--- src/rtl/ffba_pkg.sv ---
// Shared types and constants of the first-fit block allocator.
package ffba_pkg;

	localparam int ACTION_W = 2;
	localparam int OWNER_W  = 16;
	localparam int LENGTH_W = 11;
	localparam int PLACE_W  = 10;
	localparam int START_W  = 10;

	// pool size in bytes; the start and place fields are sized to cover it
	localparam int POOL_BYTES = 1024;

	typedef enum logic [ACTION_W-1:0] {
		ACT_ALLOC      = 2'd0,
		ACT_FREE_ID    = 2'd1,
		ACT_FREE_START = 2'd2,
		ACT_LOOKUP     = 2'd3
	} act_t;

	typedef enum logic [1:0] {
		ST_IDLE,
		ST_SCAN,
		ST_COMMIT
	} state_t;

	// controller -> datapath
	typedef struct packed {
		logic start;   // latch request, rewind the scan
		logic issue;   // read one table entry, evaluate the previous one
		logic commit;  // update the table, load the output register
	} cmd_t;

	// datapath -> controller
	typedef struct packed {
		logic reject;    // incoming request is refused without a scan
		logic finish;    // scan reached its outcome this cycle
		logic out_busy;  // output register holds an untaken transaction
	} status_t;

endpackage

--- src/rtl/ffba_dp.sv ---
// Datapath: block table, entry scan, first-fit candidate search, output register.
module ffba_dp #(
	parameter int TABLE_ENTRIES = 16
) (
	input  logic                            clk,
	input  logic                            arst_n,
	input  ffba_pkg::cmd_t                  cmd,
	output ffba_pkg::status_t               status,
	input  logic [ffba_pkg::ACTION_W-1:0]   action,
	input  logic [ffba_pkg::OWNER_W-1:0]    owner,
	input  logic [ffba_pkg::LENGTH_W-1:0]   length,
	input  logic [ffba_pkg::PLACE_W-1:0]    place,
	output logic                            out_valid,
	input  logic                            out_ready,
	output logic                            ok,
	output logic [ffba_pkg::START_W-1:0]    start_res
);

	localparam int N    = TABLE_ENTRIES;
	localparam int IW   = $clog2(N);
	localparam int CNTW = $clog2(N + 1);
	localparam int PW   = $clog2(ffba_pkg::POOL_BYTES);
	localparam int SUMW = ((PW + 1 > ffba_pkg::LENGTH_W) ? PW + 1 : ffba_pkg::LENGTH_W) + 1;
	localparam int PLW  = (PW > ffba_pkg::PLACE_W) ? PW : ffba_pkg::PLACE_W;
	localparam logic [SUMW-1:0] POOL_C = SUMW'(ffba_pkg::POOL_BYTES);

	// table storage
	logic [ffba_pkg::OWNER_W-1:0]  mem_owner [N];
	logic [PW-1:0]                 mem_start [N];
	logic [ffba_pkg::LENGTH_W-1:0] mem_len   [N];
	logic [N-1:0]                  vld_q;

	// request
	ffba_pkg::act_t                req_action_q;
	logic [ffba_pkg::OWNER_W-1:0]  req_owner_q;
	logic [ffba_pkg::LENGTH_W-1:0] req_len_q;
	logic [ffba_pkg::PLACE_W-1:0]  req_place_q;

	// scan
	logic [IW-1:0]                 rd_idx_q;
	logic                          s1_valid_q;
	logic [ffba_pkg::OWNER_W-1:0]  own_s1;
	logic [PW-1:0]                 st_s1;
	logic [ffba_pkg::LENGTH_W-1:0] len_s1;
	logic                          vld_s1;
	logic [IW-1:0]                 idx_s1;

	logic [SUMW-1:0]               cand_q;
	logic [CNTW-1:0]               clean_q;
	logic                          have_free_q;
	logic [IW-1:0]                 slot_q;

	// outcome
	logic                          res_ok_q;
	logic [ffba_pkg::START_W-1:0]  res_start_q;
	logic [IW-1:0]                 hit_idx_q;

	logic                          out_valid_q;
	logic                          ok_q;
	logic [ffba_pkg::START_W-1:0]  start_res_q;

	ffba_pkg::act_t                in_act;
	logic                          reject_c;
	logic                          eval_en;
	logic [SUMW-1:0]               c_end;
	logic [SUMW-1:0]               e_end;
	logic                          conflict;
	logic                          id_match;
	logic                          start_match;
	logic                          last_entry;
	logic                          slot_hit;
	logic                          have_free_n;
	logic [IW-1:0]                 slot_n;
	logic [CNTW-1:0]               clean_inc;
	logic                          fin;
	logic                          fin_ok;
	logic [ffba_pkg::START_W-1:0]  fin_start;
	logic [IW-1:0]                 fin_idx;
	logic                          jump;

	assign in_act = ffba_pkg::act_t'(action);

	// refusals that need no table access
	always_comb begin
		reject_c = 1'b0;
		if (in_act != ffba_pkg::ACT_FREE_START && owner == '0)
			reject_c = 1'b1;
		if (in_act == ffba_pkg::ACT_ALLOC &&
		    (length == '0 || SUMW'(length) > POOL_C))
			reject_c = 1'b1;
	end

	assign status.reject = reject_c;

	assign eval_en = cmd.issue && s1_valid_q;

	// evaluation of the entry read in the previous cycle
	assign c_end       = cand_q + SUMW'(req_len_q);
	assign e_end       = SUMW'(st_s1) + SUMW'(len_s1);
	assign conflict    = vld_s1 && own_s1 != req_owner_q &&
	                     SUMW'(st_s1) < c_end && cand_q < e_end;
	assign id_match    = vld_s1 && own_s1 == req_owner_q;
	assign start_match = vld_s1 && PLW'(st_s1) == PLW'(req_place_q);
	assign last_entry  = idx_s1 == IW'(N - 1);
	assign slot_hit    = !vld_s1 && (!have_free_q || idx_s1 > slot_q);
	assign have_free_n = have_free_q || !vld_s1;
	assign slot_n      = slot_hit ? idx_s1 : slot_q;
	assign clean_inc   = clean_q + 1'b1;

	always_comb begin
		fin       = 1'b0;
		fin_ok    = 1'b0;
		fin_start = '0;
		fin_idx   = idx_s1;
		jump      = 1'b0;
		unique case (req_action_q)
			ffba_pkg::ACT_ALLOC: begin
				if (c_end > POOL_C) begin
					fin = 1'b1;
				end else if (conflict) begin
					jump = 1'b1;
				end else if (clean_inc == CNTW'(N)) begin
					fin       = 1'b1;
					fin_ok    = have_free_n;
					fin_start = ffba_pkg::START_W'(cand_q);
					fin_idx   = slot_n;
				end
			end
			ffba_pkg::ACT_FREE_ID: begin
				fin    = id_match || last_entry;
				fin_ok = id_match;
			end
			ffba_pkg::ACT_FREE_START: begin
				fin    = start_match || last_entry;
				fin_ok = start_match;
			end
			ffba_pkg::ACT_LOOKUP: begin
				fin       = id_match || last_entry;
				fin_ok    = id_match;
				fin_start = ffba_pkg::START_W'(st_s1);
			end
			default: begin
				fin = 1'b1;
			end
		endcase
	end

	assign status.finish   = eval_en && fin;
	assign status.out_busy = out_valid_q && !out_ready;

	// request capture
	always_ff @(posedge clk) begin
		if (cmd.start) begin
			req_action_q <= in_act;
			req_owner_q  <= owner;
			req_len_q    <= length;
			req_place_q  <= place;
		end
	end

	// table read port and write port
	always_ff @(posedge clk) begin
		if (cmd.issue) begin
			own_s1 <= mem_owner[rd_idx_q];
			st_s1  <= mem_start[rd_idx_q];
			len_s1 <= mem_len[rd_idx_q];
			idx_s1 <= rd_idx_q;
		end
		if (cmd.commit && res_ok_q && req_action_q == ffba_pkg::ACT_ALLOC) begin
			mem_owner[hit_idx_q] <= req_owner_q;
			mem_start[hit_idx_q] <= PW'(cand_q);
			mem_len[hit_idx_q]   <= req_len_q;
		end
	end

	// scan control state, entry valid bits, outcome, output register
	always_ff @(posedge clk or negedge arst_n) begin
		if (!arst_n) begin
			vld_q       <= '0;
			vld_s1      <= 1'b0;
			rd_idx_q    <= '0;
			s1_valid_q  <= 1'b0;
			cand_q      <= '0;
			clean_q     <= '0;
			have_free_q <= 1'b0;
			slot_q      <= '0;
			res_ok_q    <= 1'b0;
			res_start_q <= '0;
			hit_idx_q   <= '0;
			out_valid_q <= 1'b0;
			ok_q        <= 1'b0;
			start_res_q <= '0;
		end else begin
			if (cmd.start) begin
				rd_idx_q    <= '0;
				s1_valid_q  <= 1'b0;
				cand_q      <= '0;
				clean_q     <= '0;
				have_free_q <= 1'b0;
				res_ok_q    <= 1'b0;
				res_start_q <= '0;
			end
			if (cmd.issue) begin
				rd_idx_q   <= (rd_idx_q == IW'(N - 1)) ? '0 : rd_idx_q + 1'b1;
				vld_s1     <= vld_q[rd_idx_q];
				s1_valid_q <= 1'b1;
			end
			if (eval_en) begin
				have_free_q <= have_free_n;
				slot_q      <= slot_n;
				if (jump) begin
					cand_q  <= e_end;
					clean_q <= '0;
				end else begin
					clean_q <= clean_inc;
				end
				if (fin) begin
					res_ok_q    <= fin_ok;
					res_start_q <= fin_ok ? fin_start : '0;
					hit_idx_q   <= fin_idx;
				end
			end
			if (cmd.commit) begin
				if (res_ok_q) begin
					case (req_action_q) inside
						ffba_pkg::ACT_ALLOC:      vld_q[hit_idx_q] <= 1'b1;
						ffba_pkg::ACT_FREE_ID,
						ffba_pkg::ACT_FREE_START: vld_q[hit_idx_q] <= 1'b0;
						default: ;
					endcase
				end
				out_valid_q <= 1'b1;
				ok_q        <= res_ok_q;
				start_res_q <= res_start_q;
			end else if (out_valid_q && out_ready) begin
				out_valid_q <= 1'b0;
			end
		end
	end

	assign out_valid = out_valid_q;
	assign ok        = ok_q;
	assign start_res = start_res_q;

endmodule

--- src/rtl/ffba_ctrl.sv ---
// Controller: sequences request capture, table scan and commit.
module ffba_ctrl (
	input  logic              clk,
	input  logic              arst_n,
	input  logic              in_valid,
	output logic              in_ready,
	input  ffba_pkg::status_t status,
	output ffba_pkg::cmd_t    cmd
);

	ffba_pkg::state_t state_q;
	ffba_pkg::state_t state_n;

	always_ff @(posedge clk or negedge arst_n) begin
		if (!arst_n) begin
			state_q <= ffba_pkg::ST_IDLE;
		end else begin
			state_q <= state_n;
		end
	end

	always_comb begin
		state_n  = state_q;
		cmd      = '0;
		in_ready = 1'b0;
		unique case (state_q)
			ffba_pkg::ST_IDLE: begin
				in_ready = 1'b1;
				if (in_valid) begin
					cmd.start = 1'b1;
					state_n   = status.reject ? ffba_pkg::ST_COMMIT : ffba_pkg::ST_SCAN;
				end
			end
			ffba_pkg::ST_SCAN: begin
				cmd.issue = 1'b1;
				if (status.finish)
					state_n = ffba_pkg::ST_COMMIT;
			end
			ffba_pkg::ST_COMMIT: begin
				if (!status.out_busy) begin
					cmd.commit = 1'b1;
					state_n    = ffba_pkg::ST_IDLE;
				end
			end
			default: begin
				state_n = ffba_pkg::ST_IDLE;
			end
		endcase
	end

endmodule

--- src/rtl/first_fit_block_allocator_top.sv ---
// Top level of the first-fit block allocator: controller plus datapath.
//
// Request channel (in_valid/in_ready): action, owner, length, place. One
// transaction is taken at a time; in_ready is high only while the engine is idle.
// Result channel (out_valid/out_ready): ok, start_res, one per request.
// From request acceptance to result valid:
//   refused requests (owner 0 outside free by start, allocate with zero or
//     oversize length): capture, then commit, with no table scan
//   free / lookup: scan from the first entry to a match or the last entry
//   allocate: scan until the candidate end runs past the pool or all
//     TABLE_ENTRIES entries in a row clear it; a block that forces the
//     candidate start past itself restarts that run
// The block table has a single read port and is scanned one entry per cycle.
// A new request is taken once the previous one is committed, even while its
// result still waits in the output register. If the receiver stalls, the result
// holds in the output register and a finished request waits in commit until
// that register is free. Reset clears the entry valid bits at once: every slot
// reads as free once arst_n rises, with no clearing pass.
module first_fit_block_allocator_top #(
	parameter int TABLE_ENTRIES = 16
) (
	input  logic                          clk,
	input  logic                          arst_n,
	input  logic                          in_valid,
	output logic                          in_ready,
	input  logic [ffba_pkg::ACTION_W-1:0] action,
	input  logic [ffba_pkg::OWNER_W-1:0]  owner,
	input  logic [ffba_pkg::LENGTH_W-1:0] length,
	input  logic [ffba_pkg::PLACE_W-1:0]  place,
	output logic                          out_valid,
	input  logic                          out_ready,
	output logic                          ok,
	output logic [ffba_pkg::START_W-1:0]  start_res
);

	ffba_pkg::cmd_t    cmd;
	ffba_pkg::status_t status;

	ffba_ctrl u_ctrl (
		.clk      (clk),
		.arst_n   (arst_n),
		.in_valid (in_valid),
		.in_ready (in_ready),
		.status   (status),
		.cmd      (cmd)
	);

	ffba_dp #(
		.TABLE_ENTRIES (TABLE_ENTRIES)
	) u_dp (
		.clk       (clk),
		.arst_n    (arst_n),
		.cmd       (cmd),
		.status    (status),
		.action    (action),
		.owner     (owner),
		.length    (length),
		.place     (place),
		.out_valid (out_valid),
		.out_ready (out_ready),
		.ok        (ok),
		.start_res (start_res)
	);

endmodule

--- config.mk ---
export PLATFORM = sky130hd
export DESIGN_NAME = first_fit_block_allocator_top
export DESIGN_NICKNAME = d
export VERILOG_FILES = /design/src/rtl/ffba_pkg.sv /design/src/rtl/ffba_dp.sv /design/src/rtl/ffba_ctrl.sv /design/src/rtl/first_fit_block_allocator_top.sv
export SDC_FILE = /design/constraint.sdc
export NUM_CORES = 1
export LEC_CHECK = 0
export ABC_AREA = 1
export BUFFER_PORTS_ARGS = -buffer_cell sky130_fd_sc_hd__buf_4
export CORE_MARGIN = 4
export CORE_UTILIZATION = 59
export CTS_BUF_LIST = sky130_fd_sc_hd__clkbuf_8
export CTS_CLUSTER_DIAMETER = 200
export CTS_CLUSTER_SIZE = 25
export DETAILED_ROUTE_END_ITERATION = 16
export PLACE_DENSITY = 0.79
export SETUP_SLACK_MARGIN = 0.1
export SLEW_MARGIN = 20
export SYNTH_ARGS = -nofsm -noshare
export SYNTH_HDL_FRONTEND = slang
export SYNTH_SLANG_ARGS = --single-unit
export TNS_END_PERCENT = 10
--- constraint.sdc ---
create_clock -name clk -period 4.24 [get_ports clk]
set_input_delay 0.848 -clock clk [delete_from_list [all_inputs] [get_ports clk]]
set_output_delay 0.848 -clock clk [all_outputs]
set_load 0.02 [all_outputs]
==> impl_metrics.yaml <==
detailed_routing:
  wirelength_um: 79200
  ant_nets: 0
  drt_iter0_markers: 2909
  first_pass_iters: 7
  wire_per_inst_um: 24.3
  drc: 0
  via_per_inst: 6.37
  via_count: 20800
global_routing:
  gr-total-overflow: 0
  antenna_found_initial: 1
  grt_max_degree: 236
  grt_pass1_vias: 20000
  grt_pass1_wl_um: 119000
  grt_usage: 0.275
clock_network:
  clock_sinks: 745
  htree_levels: 2
  clock_path_buffers: 3
  cts_resized: 0
  cts_buffers: 35
  clk_latency_ns: 0.69
  post_cts_buffers: 0
  clock-root-buffer: "clkbuf_8"
  cts.clk_slew.worst_paths_ns: 0.16
  hold_buffers: 0
  cts_tree: "done"
placed_design:
  place_hpwl_um: 44000
  place_area_sq_mm: 0.0324
  port_buffers: 55
  gp_congestion: 0.912
  preCtsSetupSlack_ns: 0.548
logic_synthesis:
  synthFlopType: "edfxtp_1"
  yosysTopAreaCell: "edfxtp_1"
  netlist_instances: 2552
  netlist_area_sq_mm: 0.0310
  synth_area_per_cell_sq_um: 12.2
  synth_seq_area_share: 0.709
  synthArstFlopShare: 0.0980
  synth.top_cells.by_area: "edfxtp_1 65%, dfrtp_1 5.9%, nand2_1 5.9%, o21ai_0 4.0%, nor2_1 2.7%"
  synth_edf_count: 672
  synth.top_cell.area_share: 0.650
  synth_nets: 2650
  yosys_warnings: 0
  synth_cell_types: 44
  synth_seq_cells: 745
layout:
  final_common_cell: "edfxtp_1"
  area_growth_pct: 6.29
  fin_area_sq_mm: 0.0330
  layout.nets: 2662
  mostFrequentLayoutCells: "672 x edfxtp_1, 484 x nand2_1, 249 x o21ai_0"
  drive_gt1_frac: 0.0850
pwr:
  power.density_mw_per_mm2: 587
  ir_drop_uv: 555
  power.leakage_nw: 11.8
critical_path:
  cp_max_fo: 18
  critPathArrivalTime_ns: 4.38
  crit_family: "simple AND/OR/NAND/NOR gates"
  reg2reg_to: "u_dp.res_start_q[9]"
  critical_path_depth: 23
  ff2ff_setup_slack_ns: 0.47
  max_stage_delay_ns: 0.66
  reg2reg_from: "u_dp.req_len_q[0]"
  cp_num_buf_inv: 3
  setup.worst_path.start_class: "flop"
  crit_type: "flop to flop"
  startpoint: "u_dp.req_len_q[0]"
  critical_path.most_common_cell: "nand2_1"
  cpMaxStageDelayCell: "edfxtp_1"
  cp-end-kind: "flop"
  crit_chain: "ha_1 > fa_1 > nand2_1 > inv_1 > nor2_1 > inv_1 > ha_1 > nand2_1 > inv_1 > nand2_1 > nand2_1 > nand2_1 > nand2_1 > nand2_1 > nand2_1 > nand3_1 > nand3_1 > nand2_2 > nand3_2 > nand2_4 > nor2_4 > nand3_1 > nand2_1"
  setup.worst_path.end: "u_dp.res_start_q[9]"
  worst_r2r_path_depth: 23
  required_ns: 4.85
floorplan:
  initial_core_util: 0.600
  die_h_um: 237
  dieArea_sq_mm: 0.0563
  core_sq_mm: 0.0517
  row_count: 83
  die_w_um: 237
  ioPinCount: 56
sta:
  grt_setup_unrepaired: "false"
  hold_viol_final: 0
  holdWs_ns: 0.314
  fmax_mhz: 265
  finalSetupTns_ns: 0
  timing.final.ws_setup_ns: 0.468
  maxSlewHeadroom: 0.265
  fin_skew_ns: 0.0376
  worst_slew_pin_slew_ns: 1.10
  layout_min_cycle_time_ns: 3.77
  fin_crit_sh: 0.890
  setup-violations-final: 0
  slew_viol_final: 0
status:
  status: "finished clean"
worst_hold_path:
  holdCritPathClass: "primary input to asynchronous set/reset pin"
run:
  cap_violations: 0
==> where the power goes <==
part / switching, W / internal [W]
Clock: 0.00211 / 0.000788
Combinational: 0.00482 / 0.00205
Sequential: 0.000681 / 0.00889
==> state kept, by name, summed over array words and instances (netlist names), 2 cells and up, named ones only <==
register,cells
u_dp.cand_q,12
u_dp.hit_idx_q,4
u_dp.idx_s1,4
u_dp.own_s1,16
u_dp.req_len_q,11
u_dp.st_s1,10
u_dp.start_res,10
u_dp.mem_owner,256
u_dp.mem_len,176
u_dp.clean_q,5
u_dp.req_place_q,10
u_dp.req_action_q,2
u_ctrl.state_q,2
u_dp.req_owner_q,16
u_dp.slot_q,4
u_dp.rd_idx_q,4
u_dp.res_start_q,10
u_dp.len_s1,11
u_dp.mem_start,160
==> metal layers <==
metal  up-vias  part of all wire  GRT usage
met5         -                 0          0
met4         0             0.033     0.0927
met3       197             0.093     0.0440
met2      1144              0.49      0.456
met1     10200              0.39      0.379
li1       9184                 -          -
==> stage by stage <==
step,power [W],util,instances
floorplan,0.0141,-,2552
global placement,0.0162,0.627,3207
detailed placement,0.0165,0.627,3207
CTS,0.0193,0.638,3255
global route,0.0204,0.638,3256
finish,0.0193,0.638,3256
==> area by class of cell <==
cell class                      instances  area [sq um]
Tap cell                              680           851
Timing Repair Buffer                  112           991
Fill cell                            3797         18700
Multi-Input combinational cell       1547          8100
Antenna cell                            1          2.50
Sequential cell                       745         22000
Clock inverter                         13          73.8
Inverter                              123           469
Clock buffer                           35           482
==> worst register-to-register path: stages, from the launching register on <==
cell and delay, ns:
edfxtp_1 0.66, ha_1 0.36, fa_1 0.44, nand2_1 0.11, inv_1 0.06, nor2_1 0.24, inv_1 0.08, ha_1 0.28
nand2_1 0.04, inv_1 0.04, nand2_1 0.05, nand2_1 0.07, nand2_1 0.05, nand2_1 0.05, nand2_1 0.04, nand2_1 0.10
nand3_1 0.09, nand3_1 0.15, nand2_2 0.11, nand3_2 0.10, nand2_4 0.14, nor2_4 0.23, nand3_1 0.13, nand2_1 0.08
==> cell usage after synthesis (3+ instances only) <==
library cell / n
a21oi_1: 114
a221oi_1: 43
buf_1: 9
buf_2: 3
buf_6: 5
clkbuf_1: 119
clkinv_1: 3
dfrtp_1: 73
edfxtp_1: 672
ha_1: 53
inv_1: 118
nand2_1: 485
nand2_2: 5
nand3_1: 134
nand3_2: 12
nand4_1: 50
nor2_1: 222
nor3_1: 21
nor4_1: 5
o21ai_0: 249
o21ai_1: 5
o21ai_2: 11
o221ai_1: 30
o22ai_1: 50
or2_2: 4
xnor2_1: 16
xor2_1: 17
==> cells by family after synthesis <==
family,Yosys count,synth area share
fa+ha+maj,55,0.0227
simple gates,947,0.130
flops,745,0.709
compound gates,512,0.0959
xor+xnor,33,0.00931
buf+inv,260,0.0329
==> how the worst min path moves through the flow <==
stage / startpoint / to / slack [ns] / cells past startpoint
final: arst_n / u_dp.out_valid / 0.31 / 1
after global routing: length[8] / u_dp.req_len_q[8] / 0.30 / 1
after CTS: length[8] / u_dp.req_len_q[8] / 0.30 / 1
after detailed placement: u_dp.start_res[1] / u_dp.start_res[1] / 0.46 / 2
after global placement: u_dp.start_res[1] / u_dp.start_res[1] / 0.46 / 2
after floorplan: u_dp.rd_idx_q[3] / u_dp.idx_s1[3] / 0.42 / 0
No activity file was read; power rests on OpenSTA's default activity.
